File: src/i2cbs_pkg.sv
// ----------------------------------------------------------------------------
// i2cbs_pkg
// Types, command codes and phase constants shared by the I2C bit sequencer.
// ----------------------------------------------------------------------------
`default_nettype none

package i2cbs_pkg;

    // Command codes as they arrive in the func field
    localparam logic [1:0] FUNC_START = 2'd0;
    localparam logic [1:0] FUNC_STOP  = 2'd1;
    localparam logic [1:0] FUNC_WRITE = 2'd2;
    localparam logic [1:0] FUNC_READ  = 2'd3;

    localparam int PHASE_W = 5;

    // Index of the final phase of each command's run
    localparam logic [PHASE_W-1:0] LAST_START = 5'd2;
    localparam logic [PHASE_W-1:0] LAST_STOP  = 5'd3;
    localparam logic [PHASE_W-1:0] LAST_BYTE  = 5'd18;

    // Phases after the eight bit clocks of a byte transfer
    localparam logic [PHASE_W-1:0] PH_ACK_LOW  = 5'd16;
    localparam logic [PHASE_W-1:0] PH_ACK_HIGH = 5'd17;
    localparam logic [PHASE_W-1:0] PH_TAIL     = 5'd18;

    localparam int QUEUE_DEPTH_DEF = 2;

    typedef enum logic [1:0] {
        CMD_START,
        CMD_STOP,
        CMD_WRITE,
        CMD_READ
    } cmd_kind_t;

    typedef struct packed {
        logic [1:0] func;
        logic [7:0] operand;
        logic [7:0] target_bits;
    } cmd_word_t;

    typedef struct packed {
        logic       scl_level;
        logic       sda_level;
        logic       sda_driven;
        logic [7:0] rx_byte;
        logic       last;
    } phase_word_t;

    // Classified command as held in the queue
    typedef struct packed {
        cmd_kind_t          kind;
        logic [PHASE_W-1:0] last_idx;
        logic               ack_bit;
        logic [7:0]         data;
    } cmd_entry_t;

    typedef struct packed {
        logic       valid;
        cmd_entry_t entry;
    } cmdq_port_t;

endpackage : i2cbs_pkg

`default_nettype wire

File: src/i2c_master_bit_sequencer_core.sv
// ----------------------------------------------------------------------------
// i2c_master_bit_sequencer_core
// I2C master line-phase sequencer: start, stop, write byte and read byte.
// ----------------------------------------------------------------------------
// Usage
//   cmd channel (cmd_valid/cmd_ready/cmd): one command word per handshake,
//   func selects start, stop, write byte or read byte. A write sends operand
//   MSB first then releases data for an unchecked acknowledge clock; a read
//   samples target_bits MSB first and answers ACK when operand is nonzero.
//   phase channel (phase_valid/phase_ready/phase): one line phase per word,
//   giving clock level, data level and data drive; last marks the final
//   phase of a command, and rx_byte carries a read's byte on that phase.
// Timing
//   A start gives 3 phases, a stop 4, a write or read 19. The sequencer
//   emits one phase per cycle unless phase_ready holds it, and a queued
//   command's phases follow the previous run without a gap. When idle, an
//   accepted command is written into the queue, then its first phase into
//   the output register. Commands wait in a queue of QUEUE_DEPTH words,
//   and cmd_ready drops only when that queue is full.
// Reset and stall
//   Reset empties the queue, drops the output valid and sets the data
//   latch high. While phase_ready is low the current phase is held and the
//   sequencer stops; the queue keeps taking commands until it is full.
// ----------------------------------------------------------------------------
`default_nettype none

module i2c_master_bit_sequencer_core #(
    parameter int QUEUE_DEPTH = i2cbs_pkg::QUEUE_DEPTH_DEF
) (
    input  wire                     clk,
    input  wire                     rst_n,
    input  wire                     cmd_valid,
    output logic                    cmd_ready,
    input  i2cbs_pkg::cmd_word_t    cmd,
    output logic                    phase_valid,
    input  wire                     phase_ready,
    output i2cbs_pkg::phase_word_t  phase
);

    // queue traffic between the classifier and the sequencer
    i2cbs_pkg::cmdq_port_t q_wr;
    i2cbs_pkg::cmdq_port_t q_rd;
    logic                  q_full;
    logic                  q_pop;

    // classify commands on the way in
    i2cbs_front u_front (
        .cmd_valid (cmd_valid),
        .cmd_ready (cmd_ready),
        .cmd       (cmd),
        .q_full    (q_full),
        .q_wr      (q_wr)
    );

    // hold commands so either side can stall on its own
    i2cbs_cmdq #(
        .DEPTH (QUEUE_DEPTH)
    ) u_cmdq (
        .clk    (clk),
        .rst_n  (rst_n),
        .q_wr   (q_wr),
        .q_full (q_full),
        .q_rd   (q_rd),
        .q_pop  (q_pop)
    );

    // expand each command into its run of line phases
    i2cbs_back u_back (
        .clk         (clk),
        .rst_n       (rst_n),
        .q_rd        (q_rd),
        .q_pop       (q_pop),
        .phase_valid (phase_valid),
        .phase_ready (phase_ready),
        .phase       (phase)
    );

endmodule : i2c_master_bit_sequencer_core

`default_nettype wire

File: src/i2cbs_front.sv
// ----------------------------------------------------------------------------
// i2cbs_front
// Accepts command words and classifies them into queue entries.
// ----------------------------------------------------------------------------
`default_nettype none

module i2cbs_front (
    input  wire                    cmd_valid,
    output logic                   cmd_ready,
    input  i2cbs_pkg::cmd_word_t   cmd,
    input  wire                    q_full,
    output i2cbs_pkg::cmdq_port_t  q_wr
);

    i2cbs_pkg::cmd_entry_t entry;

    always_comb
    begin
        entry         = '0;
        entry.ack_bit = (cmd.operand != 8'd0) ? 1'b0 : 1'b1;
        entry.data    = cmd.operand;
        case (cmd.func)
            i2cbs_pkg::FUNC_START:
            begin
                entry.kind     = i2cbs_pkg::CMD_START;
                entry.last_idx = i2cbs_pkg::LAST_START;
            end
            i2cbs_pkg::FUNC_STOP:
            begin
                entry.kind     = i2cbs_pkg::CMD_STOP;
                entry.last_idx = i2cbs_pkg::LAST_STOP;
            end
            i2cbs_pkg::FUNC_WRITE:
            begin
                entry.kind     = i2cbs_pkg::CMD_WRITE;
                entry.last_idx = i2cbs_pkg::LAST_BYTE;
            end
            default:
            begin
                // read: carry the target's levels instead of the operand
                entry.kind     = i2cbs_pkg::CMD_READ;
                entry.last_idx = i2cbs_pkg::LAST_BYTE;
                entry.data     = cmd.target_bits;
            end
        endcase
    end

    assign cmd_ready  = !q_full;
    assign q_wr.valid = cmd_valid && !q_full;
    assign q_wr.entry = entry;

endmodule : i2cbs_front

`default_nettype wire

File: src/i2cbs_cmdq.sv
// ----------------------------------------------------------------------------
// i2cbs_cmdq
// Short FIFO of classified commands between the front and the sequencer.
// ----------------------------------------------------------------------------
`default_nettype none

module i2cbs_cmdq #(
    parameter int DEPTH = i2cbs_pkg::QUEUE_DEPTH_DEF
) (
    input  wire                    clk,
    input  wire                    rst_n,
    input  i2cbs_pkg::cmdq_port_t  q_wr,
    output logic                   q_full,
    output i2cbs_pkg::cmdq_port_t  q_rd,
    input  wire                    q_pop
);

    localparam int IDX_W = (DEPTH > 1) ? $clog2(DEPTH) : 1;
    localparam int CNT_W = $clog2(DEPTH + 1);

    i2cbs_pkg::cmd_entry_t slot_reg [DEPTH];
    logic [IDX_W-1:0] wr_ptr_reg, wr_ptr_next;
    logic [IDX_W-1:0] rd_ptr_reg, rd_ptr_next;
    logic [CNT_W-1:0] count_reg,  count_next;
    logic             push, pop;

    assign q_full     = (count_reg == CNT_W'(DEPTH));
    assign q_rd.valid = (count_reg != '0);
    assign q_rd.entry = slot_reg[rd_ptr_reg];

    assign push = q_wr.valid && !q_full;
    assign pop  = q_pop && q_rd.valid;

    always_comb
    begin
        wr_ptr_next = wr_ptr_reg;
        rd_ptr_next = rd_ptr_reg;
        count_next  = count_reg;
        if (push)
        begin
            wr_ptr_next = (wr_ptr_reg == IDX_W'(DEPTH - 1)) ? '0 : wr_ptr_reg + 1'b1;
        end
        if (pop)
        begin
            rd_ptr_next = (rd_ptr_reg == IDX_W'(DEPTH - 1)) ? '0 : rd_ptr_reg + 1'b1;
        end
        if (push && !pop)
        begin
            count_next = count_reg + 1'b1;
        end
        else if (pop && !push)
        begin
            count_next = count_reg - 1'b1;
        end
    end

    always_ff @(posedge clk or negedge rst_n)
    begin
        if (!rst_n)
        begin
            wr_ptr_reg <= '0;
            rd_ptr_reg <= '0;
            count_reg  <= '0;
        end
        else
        begin
            wr_ptr_reg <= wr_ptr_next;
            rd_ptr_reg <= rd_ptr_next;
            count_reg  <= count_next;
        end
    end

    always_ff @(posedge clk)
    begin
        if (push)
        begin
            slot_reg[wr_ptr_reg] <= q_wr.entry;
        end
    end

endmodule : i2cbs_cmdq

`default_nettype wire

File: src/i2cbs_back.sv
// ----------------------------------------------------------------------------
// i2cbs_back
// Phase sequencer: expands queued commands into line phases, one per cycle while not stalled.
// ----------------------------------------------------------------------------
`default_nettype none

module i2cbs_back (
    input  wire                         clk,
    input  wire                         rst_n,
    input  i2cbs_pkg::cmdq_port_t       q_rd,
    output logic                        q_pop,
    output logic                        phase_valid,
    input  wire                         phase_ready,
    output i2cbs_pkg::phase_word_t      phase
);

    localparam int PW = i2cbs_pkg::PHASE_W;

    function automatic i2cbs_pkg::phase_word_t phase_of(
        i2cbs_pkg::cmd_entry_t e,
        logic [PW-1:0]         p,
        logic                  latch
    );
        i2cbs_pkg::phase_word_t o;
        logic [2:0]             bi;
        o      = '0;
        bi     = p[0] ? ~p[3:1] : ~(p[3:1] - 3'd1);
        o.last = (p == e.last_idx);
        case (e.kind)
            i2cbs_pkg::CMD_START:
            begin
                o.sda_driven = 1'b1;
                o.scl_level  = (p != i2cbs_pkg::LAST_START);
                o.sda_level  = (p == '0);
            end
            i2cbs_pkg::CMD_STOP:
            begin
                o.sda_driven = 1'b1;
                o.scl_level  = p[1];
                o.sda_level  = (p == '0) ? latch : (p == i2cbs_pkg::LAST_STOP);
            end
            i2cbs_pkg::CMD_WRITE:
            begin
                if (!p[4])
                begin
                    // low phase repeats the previous bit, high phase shows the next
                    o.scl_level  = p[0];
                    o.sda_driven = 1'b1;
                    o.sda_level  = (p[0] || p[3:1] != 3'd0) ? e.data[bi] : 1'b0;
                end
                else
                begin
                    o.scl_level  = (p != i2cbs_pkg::PH_ACK_LOW);
                    o.sda_driven = (p == i2cbs_pkg::PH_TAIL);
                end
            end
            default:
            begin
                if (!p[4])
                begin
                    o.scl_level = p[0];
                end
                else
                begin
                    o.scl_level  = (p == i2cbs_pkg::PH_ACK_HIGH);
                    o.sda_driven = (p != i2cbs_pkg::PH_TAIL);
                    o.sda_level  = (p == i2cbs_pkg::PH_ACK_HIGH) && e.ack_bit;
                    o.rx_byte    = (p == i2cbs_pkg::PH_TAIL) ? e.data : 8'd0;
                end
            end
        endcase
        return o;
    endfunction

    logic                   busy_reg,      busy_next;
    logic [PW-1:0]          phase_idx_reg, phase_idx_next;
    i2cbs_pkg::cmd_entry_t  cmd_reg,       cmd_next;
    logic                   latch_reg,     latch_next;
    logic                   out_valid_reg, out_valid_next;
    i2cbs_pkg::phase_word_t out_reg,       out_next;

    logic                   advance, emit;
    i2cbs_pkg::cmd_entry_t  sel_entry;
    logic [PW-1:0]          sel_phase;
    i2cbs_pkg::phase_word_t cur;

    assign advance   = !out_valid_reg || phase_ready;
    assign emit      = advance && (busy_reg || q_rd.valid);
    assign q_pop     = advance && !busy_reg && q_rd.valid;
    assign sel_entry = busy_reg ? cmd_reg : q_rd.entry;
    assign sel_phase = busy_reg ? phase_idx_reg : '0;
    assign cur       = phase_of(sel_entry, sel_phase, latch_reg);

    always_comb
    begin
        busy_next      = busy_reg;
        phase_idx_next = phase_idx_reg;
        cmd_next       = cmd_reg;
        latch_next     = latch_reg;
        out_next       = out_reg;
        out_valid_next = out_valid_reg && !phase_ready;
        if (q_pop)
        begin
            cmd_next = q_rd.entry;
        end
        if (emit)
        begin
            out_valid_next = 1'b1;
            out_next       = cur;
            busy_next      = !cur.last;
            phase_idx_next = sel_phase + 1'b1;
            if (cur.last)
            begin
                // data latch is left high only by a stop
                latch_next = (sel_entry.kind == i2cbs_pkg::CMD_STOP);
            end
        end
    end

    always_ff @(posedge clk or negedge rst_n)
    begin
        if (!rst_n)
        begin
            busy_reg      <= 1'b0;
            phase_idx_reg <= '0;
            latch_reg     <= 1'b1;
            out_valid_reg <= 1'b0;
        end
        else
        begin
            busy_reg      <= busy_next;
            phase_idx_reg <= phase_idx_next;
            latch_reg     <= latch_next;
            out_valid_reg <= out_valid_next;
        end
    end

    always_ff @(posedge clk)
    begin
        cmd_reg <= cmd_next;
        out_reg <= out_next;
    end

    assign phase_valid = out_valid_reg;
    assign phase       = out_reg;

    a_busy_mid_run: assert property (@(posedge clk) disable iff (!rst_n)
        busy_reg |-> (phase_idx_reg != '0) && (phase_idx_reg <= cmd_reg.last_idx))
        else $error("sequencer busy outside a command run");

    a_pop_when_idle: assert property (@(posedge clk) disable iff (!rst_n)
        q_pop |-> !busy_reg && q_rd.valid)
        else $error("command popped while a run is in progress");

    a_released_low: assert property (@(posedge clk) disable iff (!rst_n)
        out_valid_reg && !out_reg.sda_driven |-> !out_reg.sda_level)
        else $error("released data line shows a driven level");

    a_rx_on_last: assert property (@(posedge clk) disable iff (!rst_n)
        out_valid_reg && !out_reg.last |-> (out_reg.rx_byte == 8'd0))
        else $error("received byte shown before the final phase");

    a_stop_sets_latch: assert property (@(posedge clk) disable iff (!rst_n)
        emit && cur.last && (sel_entry.kind == i2cbs_pkg::CMD_STOP) |=> latch_reg)
        else $error("data latch not high after a stop");

endmodule : i2cbs_back

`default_nettype wire
File: config.mk
export PLATFORM = sky130hd
export DESIGN_NAME = i2c_master_bit_sequencer_core
export DESIGN_NICKNAME = d
export VERILOG_FILES = /design/src/i2cbs_pkg.sv /design/src/i2c_master_bit_sequencer_core.sv /design/src/i2cbs_front.sv /design/src/i2cbs_cmdq.sv /design/src/i2cbs_back.sv
export SDC_FILE = /design/constraint.sdc
export NUM_CORES = 1
export LEC_CHECK = 0
export BUFFER_PORTS_ARGS = -buffer_cell sky130_fd_sc_hd__buf_2
export CORE_MARGIN = 2
export CORE_UTILIZATION = 45
export CTS_CLUSTER_DIAMETER = 40
export DETAILED_ROUTE_END_ITERATION = 8
export GPL_ROUTABILITY_DRIVEN = 0
export SYNTH_ARGS = -nofsm -noshare
export SYNTH_HDL_FRONTEND = slang
export SYNTH_SLANG_ARGS = --single-unit
File: constraint.sdc
create_clock -name clk -period 4.7 [get_ports clk]
set_input_delay 0.47 -clock clk [delete_from_list [all_inputs] [get_ports clk]]
set_output_delay 0.47 -clock clk [all_outputs]
set_load 0.01 [all_outputs]
# Yosys cells after proc, flatten, opt, wreduce, memory -nomap -nowiden
# Memories as Yosys holds them, arrays and structs flattened.
# Index checks and enable logic that the tools add are counted.
dict set report classes {
  bitwise 4
  order_cmp 1
  reduce_logical 30
  eq_ne 12
  mux 24
  addsub 6
}
# op count
set ops {}
lappend ops {{one-hot mux 7 bit (3 select lines)} 1}
lappend ops {{two-way mux 16 bit} 1}
lappend ops {{two-way mux 8 bit} 2}
lappend ops {{two-way mux 1 bit} 13}
lappend ops {{== test 5 bit, second input constant} 2}
lappend ops {{logical AND 1 bit} 10}
lappend ops {{two-way mux 10 bit} 1}
lappend ops {{!= test 5 bit, second input constant} 2}
lappend ops {{one-hot mux 3 bit (3 select lines)} 1}
lappend ops {{nonzero test 8 bit} 1}
lappend ops {{logical NOT 1 bit} 7}
lappend ops {{== test 2 bit, second input constant} 3}
lappend ops {{NOT 3 bit} 2}
lappend ops {{adder 5 x 1 -> 5 bit, second input constant} 1}
lappend ops {{== test 5 x 2 -> 1 bit, second input constant} 1}
lappend ops {{== test 5 bit} 1}
lappend ops {{logical NOT 5 bit} 1}
lappend ops {{two-way mux 5 bit} 1}
lappend ops {{!= test 5 x 2 -> 1 bit, second input constant} 1}
lappend ops {{OR reduction 5 bit} 1}
lappend ops {{== test 2 x 1 -> 1 bit, second input constant} 2}
lappend ops {{logical NOT 2 bit} 2}
lappend ops {{< comparator 3 x 4 -> 1 bit, second input constant} 1}
lappend ops {{two-way mux 2 bit} 2}
lappend ops {{12 further kinds} 17}
dict set report word_totals {
  in_bits 22
  ff_bits 40
  out_inout_bits 14
  mem_count 1
  ram_bits 32
}
# name depth width read_ports rd_clocked_by_memory_dff wr line_no
set memory_table {}
lappend memory_table {u_cmdq.slot_reg 2 16 1 0 1 i2cbs_cmdq.sv:21} ;# i2cbs_pkg::cmd_entry_t slot_reg [DEPTH];

# Depth between registers and ports, before layout
# Gate-level depths: netlist of the first run.
dict set report logic_depth {
  word_depth 9
  mapped_depth 11
  depth_no_buf 9
}

# Modules after synthesis
# A second synthesis of the first run with hierarchy kept.
dict set report hier_totals {
  cells_unflattened 273
  area_unflattened_um2 3633.5
}
# mod area_per_inst_um2 n_inst cells_each seq_area_each_um2
set modules_own_cells {}
lappend modules_own_cells {i2cbs_back 2053.2 1 181 1042.2}
lappend modules_own_cells {i2cbs_cmdq 1406.3 1 69 1061.0}
lappend modules_own_cells {i2cbs_front 173.9 1 23 0.0}

# Worst setup path after synthesis of the first run
# No wires, ideal clock.
dict set report synth_timing {
  kind {register to register}
  startpoint {register u_back.busy_reg}
  endpoint {register u_back.out_reg (netlist bit u_back.phase[10]), data pin}
  arrival_ns 2.086
  setup_slack_ns 2.351
  required_ns 4.436
  stages_incl_launch_ff 12
  n_path_buf 4
  setup_time_ns 0.264
  path_cell_list {dfrtp_1 -> buf_2 -> buf_2 -> buf_4 -> clkbuf_1 -> nand2_1 -> ha_1 -> inv_1 -> o31ai_1 -> a31oi_1 -> o22ai_2 -> o31ai_2}
}
# item line_no
set synth_rtl {}
lappend synth_rtl {{start, declared} i2cbs_back.sv:75} ;# logic busy_reg, busy_next;
lappend synth_rtl {{start signal, assigned} i2cbs_back.sv:131} ;# busy_reg <= busy_next;
lappend synth_rtl {{end signal, assigned} i2cbs_back.sv:141} ;# out_reg <= out_next;
lappend synth_rtl {{end, declared} i2cbs_back.sv:80} ;# i2cbs_pkg::phase_word_t out_reg, out_next;

==> results of run 1 <==
-- critical path, stage by stage, from the launching register on --
cell,delay [ns]
dfrtp_1,1.05
nand2_1,0.34
ha_1,0.49
inv_1,0.13
mux4_2,0.51
o22ai_2,0.12
o31ai_2,0.07
-- area by class of cell --
class,instances,share of cell area
flip-flops and latches,60,0.519
multi-input cells,142,0.325
repair buffers,36,0.0552
clock buffers,9,0.0369
well taps,77,0.0287
clock inverters,7,0.0201
inverters,13,0.0145
-- power by group through the flow --
stage / Sequential (mW) / Clock [mW] / Combinational [mW]
6_report: 0.800 / 0.448 / 0.447
5_1_grt: 0.815 / 0.484 / 0.507
4_1_cts: 0.800 / 0.461 / 0.456
3_5_place_dp: 0.810 / 0 / 0.452
3_3_place_gp: 0.809 / 0 / 0.444
2_1_floorplan: 0.742 / 0 / 0.425
-- metal layers --
metal / vias to the layer above / global-route usage
li1: 913 / -
met1: 879 / 0.209
met2: 63 / 0.248
met3: 9 / 0.0379
met4: 0 / 0.0880
met5: - / 0
-- cell families after synthesis --
group,count (synthesis)
DFF,60
buffers and inverters,28
muxes,27
AOI/OAI and AO/OA,36
and+or+nand+nor,64
adders and majority gates,8
xor gates and xnor gates,7
-- worst max path at each step --
stage | from | endpoint | cells past startpoint | slack (ns)
3_5_place_dp | u_back.busy_reg | u_back.phase[10] | 6 | 1.74
2_1_floorplan | u_back.busy_reg | u_back.phase[10] | 11 | 2.35
4_1_cts | u_back.busy_reg | u_back.phase[10] | 6 | 1.73
3_3_place_gp | u_back.busy_reg | u_back.phase[10] | 6 | 1.80
5_1_grt | u_back.busy_reg | u_back.phase[10] | 6 | 1.43
6_report | u_back.busy_reg | u_back.phase[10] | 6 | 1.73
-- repair_timing --
action                                  4_1_cts  5_1_grt
hold buffers                                  1        0
setup buffers                                 0        0
endpoints found under the setup margin        0        0
hold endpoints to repair                     10        0
-- stage by stage --
step,cells,instance area [um^2],utilization,setup slack [ns],hold WS [ns]
2_1_floorplan,230,2960,-,2.35,0.174
3_3_place_gp,327,3150,0.497,1.80,0.371
3_5_place_dp,327,3150,0.497,1.74,0.370
4_1_cts,344,3360,0.528,1.73,0.333
5_1_grt,344,3360,0.528,1.43,0.342
6_report,344,3360,0.528,1.73,0.349
-- layout by cell type (no fill, tap or decap), drive strengths merged, types with 2 or more instances in the layout --
cell	count
nor2	10
clkbuf	9
and3	3
o21ai	6
or2	2
xor2	4
mux2i	4
nor2b	6
nor3	2
o31ai	2
o21a	2
ha	8
buf	35
inv	13
a22o	2
dfrtp	11
xnor2	3
or4	2
nand3b	3
o311ai	2
nand2b	8
clkinv	4
edfxtp	48
mux4	2
clkinvlp	2
a31oi	2
o22ai	3
nand3	9
o211ai	3
a21oi	7
nand2	16
mux2	21
==> impl_metrics.ini, run 1 <==
[status]
status = complete, no violations

[logic_synthesis]
yosys_most_used_dff = edfxtp_1
yosysMostFrequentCell = edfxtp_1
synth-async-reset-ratio = 0.200
synth_cells = 230
yosys_register_bits = 60
synth-edff-count = 48
synth_top_family_by_area = simple AND/OR/NAND/NOR gates
synthTopCellsByCount = edfxtp_1 (48), mux2_2 (19), nand2_1 (16)
yosys-mux-area-fraction = 0.111
synthAdderAreaFrac = 0.0338
synthSimpleGateAreaFrac = 0.114
synthTopCellsByArea = edfxtp_1 (49%), dfrtp_1 (9.3%), mux2_2 (7.2%)
yosysTopAreaCell = edfxtp_1
yosysUniqueCellTypes = 50
ys_seq_area_frac = 0.588
yosys_warnings = 0
synth.net_count = 260
synthXorXnorAreaFrac = 0.0207
syn_area_um2 = 2960
synth_compound_area_frac = 0.0891
syn_avg_cell_area_um2 = 12.9
yosysTopAreaCellShare = 0.486

[die]
std_cell_rows = 29
ios = 36
fp.dieH_um = 85.1
die_area_um2 = 7250
core_area_um2 = 6350
start_util = 0.467
die_x_um = 85.1

[worst_setup_path]
path_max_fanout = 36
reg2reg_from = u_back.busy_reg
critPathLaunchType = flop
ff2ff_path_depth = 6
path_class = flop to flop
regToRegSetupSlack_ns = 1.73
reg2reg_to = u_back.phase[10]
endpoint_kind = flop
critPathRequiredTime_ns = 4.78
crit_arrival_ns = 3.05

[finish]
syn_to_final_growth_pct = 13.3
fin_nets = 292
regArea_um2 = 1740
multi_input_area_um2 = 1090
largest_reg_flops = 24
antenna_cells = 0
drive_gt1_frac = 0.300
fillers = 543

[route]
dr_wl_met2_um = 2380
drt_wl_total_um = 5160
drc = 0
wl_met3_um = 279
met1_length_um = 2390
dr.pass1.iters = 4
highest_layer = met4
antenna_left = 0
routedWlPerCell_um = 15.0
dr_total_vias = 1864
viasPerCell = 5.42
drtIter0Drc = 101

[global_route]
grt_pass1_wl_um = 8870
antenna_found_initial = 0
grt-ovfl-total = 0
grt_max_degree = 37
grt_pass1_vias = 1812
grt_usage = 0.160

[pwr]
swShare = 0.316
comb_power_share = 0.264
p_seq_frac = 0.472
total_power_mw = 1.69
p_switching_mw = 0.536
internal-power_mw = 1.16
cellLeakagePower_nw = 1.33
powerDensity_nw_per_um2 = 505
pwr-share-clk = 0.265
ir_worst_vdd_uv = 279

[placed_design]
dp_hpwl_um = 3640
portBuffers = 35

[timing]
period_needed_ns = 2.97
worst_pin_slew_ns = 1.07
rsz0062_at_grt = false
max_freq_ghz = 0.337
setup_viol = 0
finalMaxSlewViolations = 0
fin_worst_skew_ns = 0.00638
hold_viol = 0
fin_crit_sh = 0.632
setup_tns_ns = 0
max_slew_margin = 0.284

[cts]
cts_inserted_buffers = 9
clk_latency_ns = 0.34
cts.path.max_buffers = 2
htree_levels = 3
clockRootBuffer = clkbuf_8
cts_sinks = 60
clkTransAtPathRegs_ns = 0.07
ctsResizeCount = 0
cts_tree = yes

[hold_path]
hold-path-cell-count = 1
hold_path_class = input port to flop
hold_end = u_cmdq.slot_reg[1][14]
hp-start = cmd[16]

[flow_run]
cap_viol_max_count = 0
Note: power is estimated with default switching activity, not from simulation.
==> inputs of run 2 (changes only) <==
--- a/config.mk
+++ b/config.mk
@@ -11,6 +11,7 @@
 export CTS_CLUSTER_DIAMETER = 40
 export DETAILED_ROUTE_END_ITERATION = 8
 export GPL_ROUTABILITY_DRIVEN = 0
+export PLACE_DENSITY = 0.67
 export SYNTH_ARGS = -nofsm -noshare
 export SYNTH_HDL_FRONTEND = slang
 export SYNTH_SLANG_ARGS = --single-unit
==> constraint.sdc (replaced) <==
create_clock -name clk -period 2.52 [get_ports clk]
set_input_delay 0.252 -clock clk [delete_from_list [all_inputs] [get_ports clk]]
set_output_delay 0.252 -clock clk [all_outputs]
set_load 0.01 [all_outputs]
==> run 2 against run 1 <==
  * Total power rose by 96%
  * Critical path depth is 3 higher
  * Critical path type unchanged
  * Clock-buffer cell count stayed put
  * Design area grew 2.5%
  * Clock skew is 0.0018 ns lower
  * Combinational power is 120% higher
  * Worst hold slack worse by 0.21 ns
  * Maximum frequency is 32% higher
  * Flip-flop and latch count unchanged
  * Critical endpoint unchanged
  * Via count down 0.43%
==> impl_metrics.ini, run 2 (synthesis results as in run 1) <==
[global_route]
grt_usage = 0.156
grt-ovfl-total = 0
antenna_found_initial = 0
grt_pass1_wl_um = 8670
grt_max_degree = 30
grt_pass1_vias = 1836

[finish]
layout_common_cells = edfxtp_1 (48), buf_2 (35), mux2_2 (19), nand2_1 (16), inv_1 (12)
drive_gt1_frac = 0.324
fin_area_um2 = 3440
fin_nets = 300
syn_to_final_growth_pct = 16.1
largest_reg_flops = 24
multi_input_area_um2 = 1090
regArea_um2 = 1740
antenna_cells = 0
fillers = 533
mostFrequentLayoutCell = edfxtp_1

[placed_design]
placed_area_um2 = 3210
dp_hpwl_um = 3600
portBuffers = 35

[cts]
cts_tree = yes
cts_inserted_buffers = 9
ctsResizeCount = 0
htree_levels = 3
clockRootBuffer = clkbuf_8
clk_latency_ns = 0.33
cts_setup_buffers = 0
cts_sinks = 60
clkTransAtPathRegs_ns = 0.06
ctsHoldBuffers = 1
cts.path.max_buffers = 2

[route]
drt_wl_total_um = 5120
routedWlPerCell_um = 14.6
dr_total_vias = 1856
drc = 0
drtIter0Drc = 91
dr.pass1.iters = 4
viasPerCell = 5.27
antenna_left = 0

[worst_setup_path]
path_class = flop to flop
critPathRequiredTime_ns = 2.60
path_max_fanout = 5
crit_arrival_ns = 2.33
critPathLaunchType = flop
endpoint_kind = flop

[flow_run]
cap_viol_max_count = 0

[pwr]
pwr-share-clk = 0.278
powerDensity_nw_per_um2 = 967
total_power_mw = 3.33
p_switching_mw = 1.01
swShare = 0.303
p_seq_frac = 0.425
ir_worst_vdd_uv = 475
comb_power_share = 0.297
cellLeakagePower_nw = 1.38
internal-power_mw = 2.32

[hold_path]
hold_path_class = input port to flop

[timing]
setup_viol = 0
rsz0062_at_grt = false
fin_hold_ws_ns = 0.135
hold_viol = 0
fin_worst_skew_ns = 0.00453
max_slew_margin = 0.631
setup_tns_ns = 0
worst_pin_slew_ns = 0.554
max_freq_ghz = 0.445
finalMaxSlewViolations = 0
period_needed_ns = 2.25
fin_crit_sh = 0.892

[die]
std_cell_rows = 29
die_area_um2 = 7250
start_util = 0.467
core_area_um2 = 6350
ios = 36
die_x_um = 85.1
fp.dieH_um = 85.1

[status]
status = complete, no violations
[run 2: cell count changes in the layout (fill, tap and decap cells not counted), sizes merged]
cell,previous run,this run
buf,35,43
bufinv,1,2
clkinvlp,2,1
[run 2: cell type report]
class,instances,share of cell area
flip-flops and latches,60,0.507
multi-input cells,142,0.317
repair buffers,44,0.0713
clock buffers,9,0.0360
well taps,77,0.0280
clock inverters,7,0.0266
inverters,13,0.0142
[run 2: routing by layer]
layer  routed length, um  share of wire  track usage  vias to the layer above
met5                   0              0            0                        -
met3                 270          0.053       0.0545                        5
met2                2470           0.48        0.251                       50
li1                    -              -            -                      926
met4                  51          0.010       0.0519                        0
met1                2330           0.45        0.197                      875
[run 2: final timing paths]
path                                     start                endpoint  slack (ns)  cells after the start
hold reg to reg            u_cmdq.count_reg[1]     u_cmdq.count_reg[1]        0.52                      1
min in group asynchronous                rst_n      u_back.phase_valid        0.32                      2
setup / recovery             u_cmdq.rd_ptr_reg        u_back.phase[10]        0.27                      9
hold / removal                         cmd[17]  u_cmdq.slot_reg[1][13]        0.14                      1
setup reg to reg             u_cmdq.rd_ptr_reg        u_back.phase[10]        0.27                      9
max in group asynchronous                rst_n        u_back.latch_reg        1.93                      2
[run 2: power by group through the flow]
stage | Sequential (mW) | Combinational [mW] | Clock [mW]
after global routing | 1.44 | 1.10 | 0.995
after detailed placement | 1.43 | 0.990 | 0
after global placement | 1.42 | 0.973 | 0
after floorplan | 1.38 | 0.793 | 0
final | 1.41 | 0.987 | 0.926
after CTS | 1.41 | 1.00 | 0.950
[run 2: stage by stage]
| step | cells | worst slack, ns | utilization |
|---|---|---|---|
| after floorplan | 230 | 0.171 | - |
| after global placement | 335 | 0.387 | 0.506 |
| after detailed placement | 335 | 0.286 | 0.506 |
| after CTS | 352 | 0.280 | 0.542 |
| after global routing | 352 | 0.101 | 0.542 |
| final | 352 | 0.273 | 0.542 |
[run 2: critical path, cell delays in order (launching register included)]
cell	delay [ns]
dfrtp_1	0.42
mux2_2	0.37
mux2i_1	0.23
inv_1	0.11
ha_1	0.27
nand3_1	0.10
o21a_1	0.11
o21ai_0	0.07
a31oi_1	0.23
o31ai_2	0.10
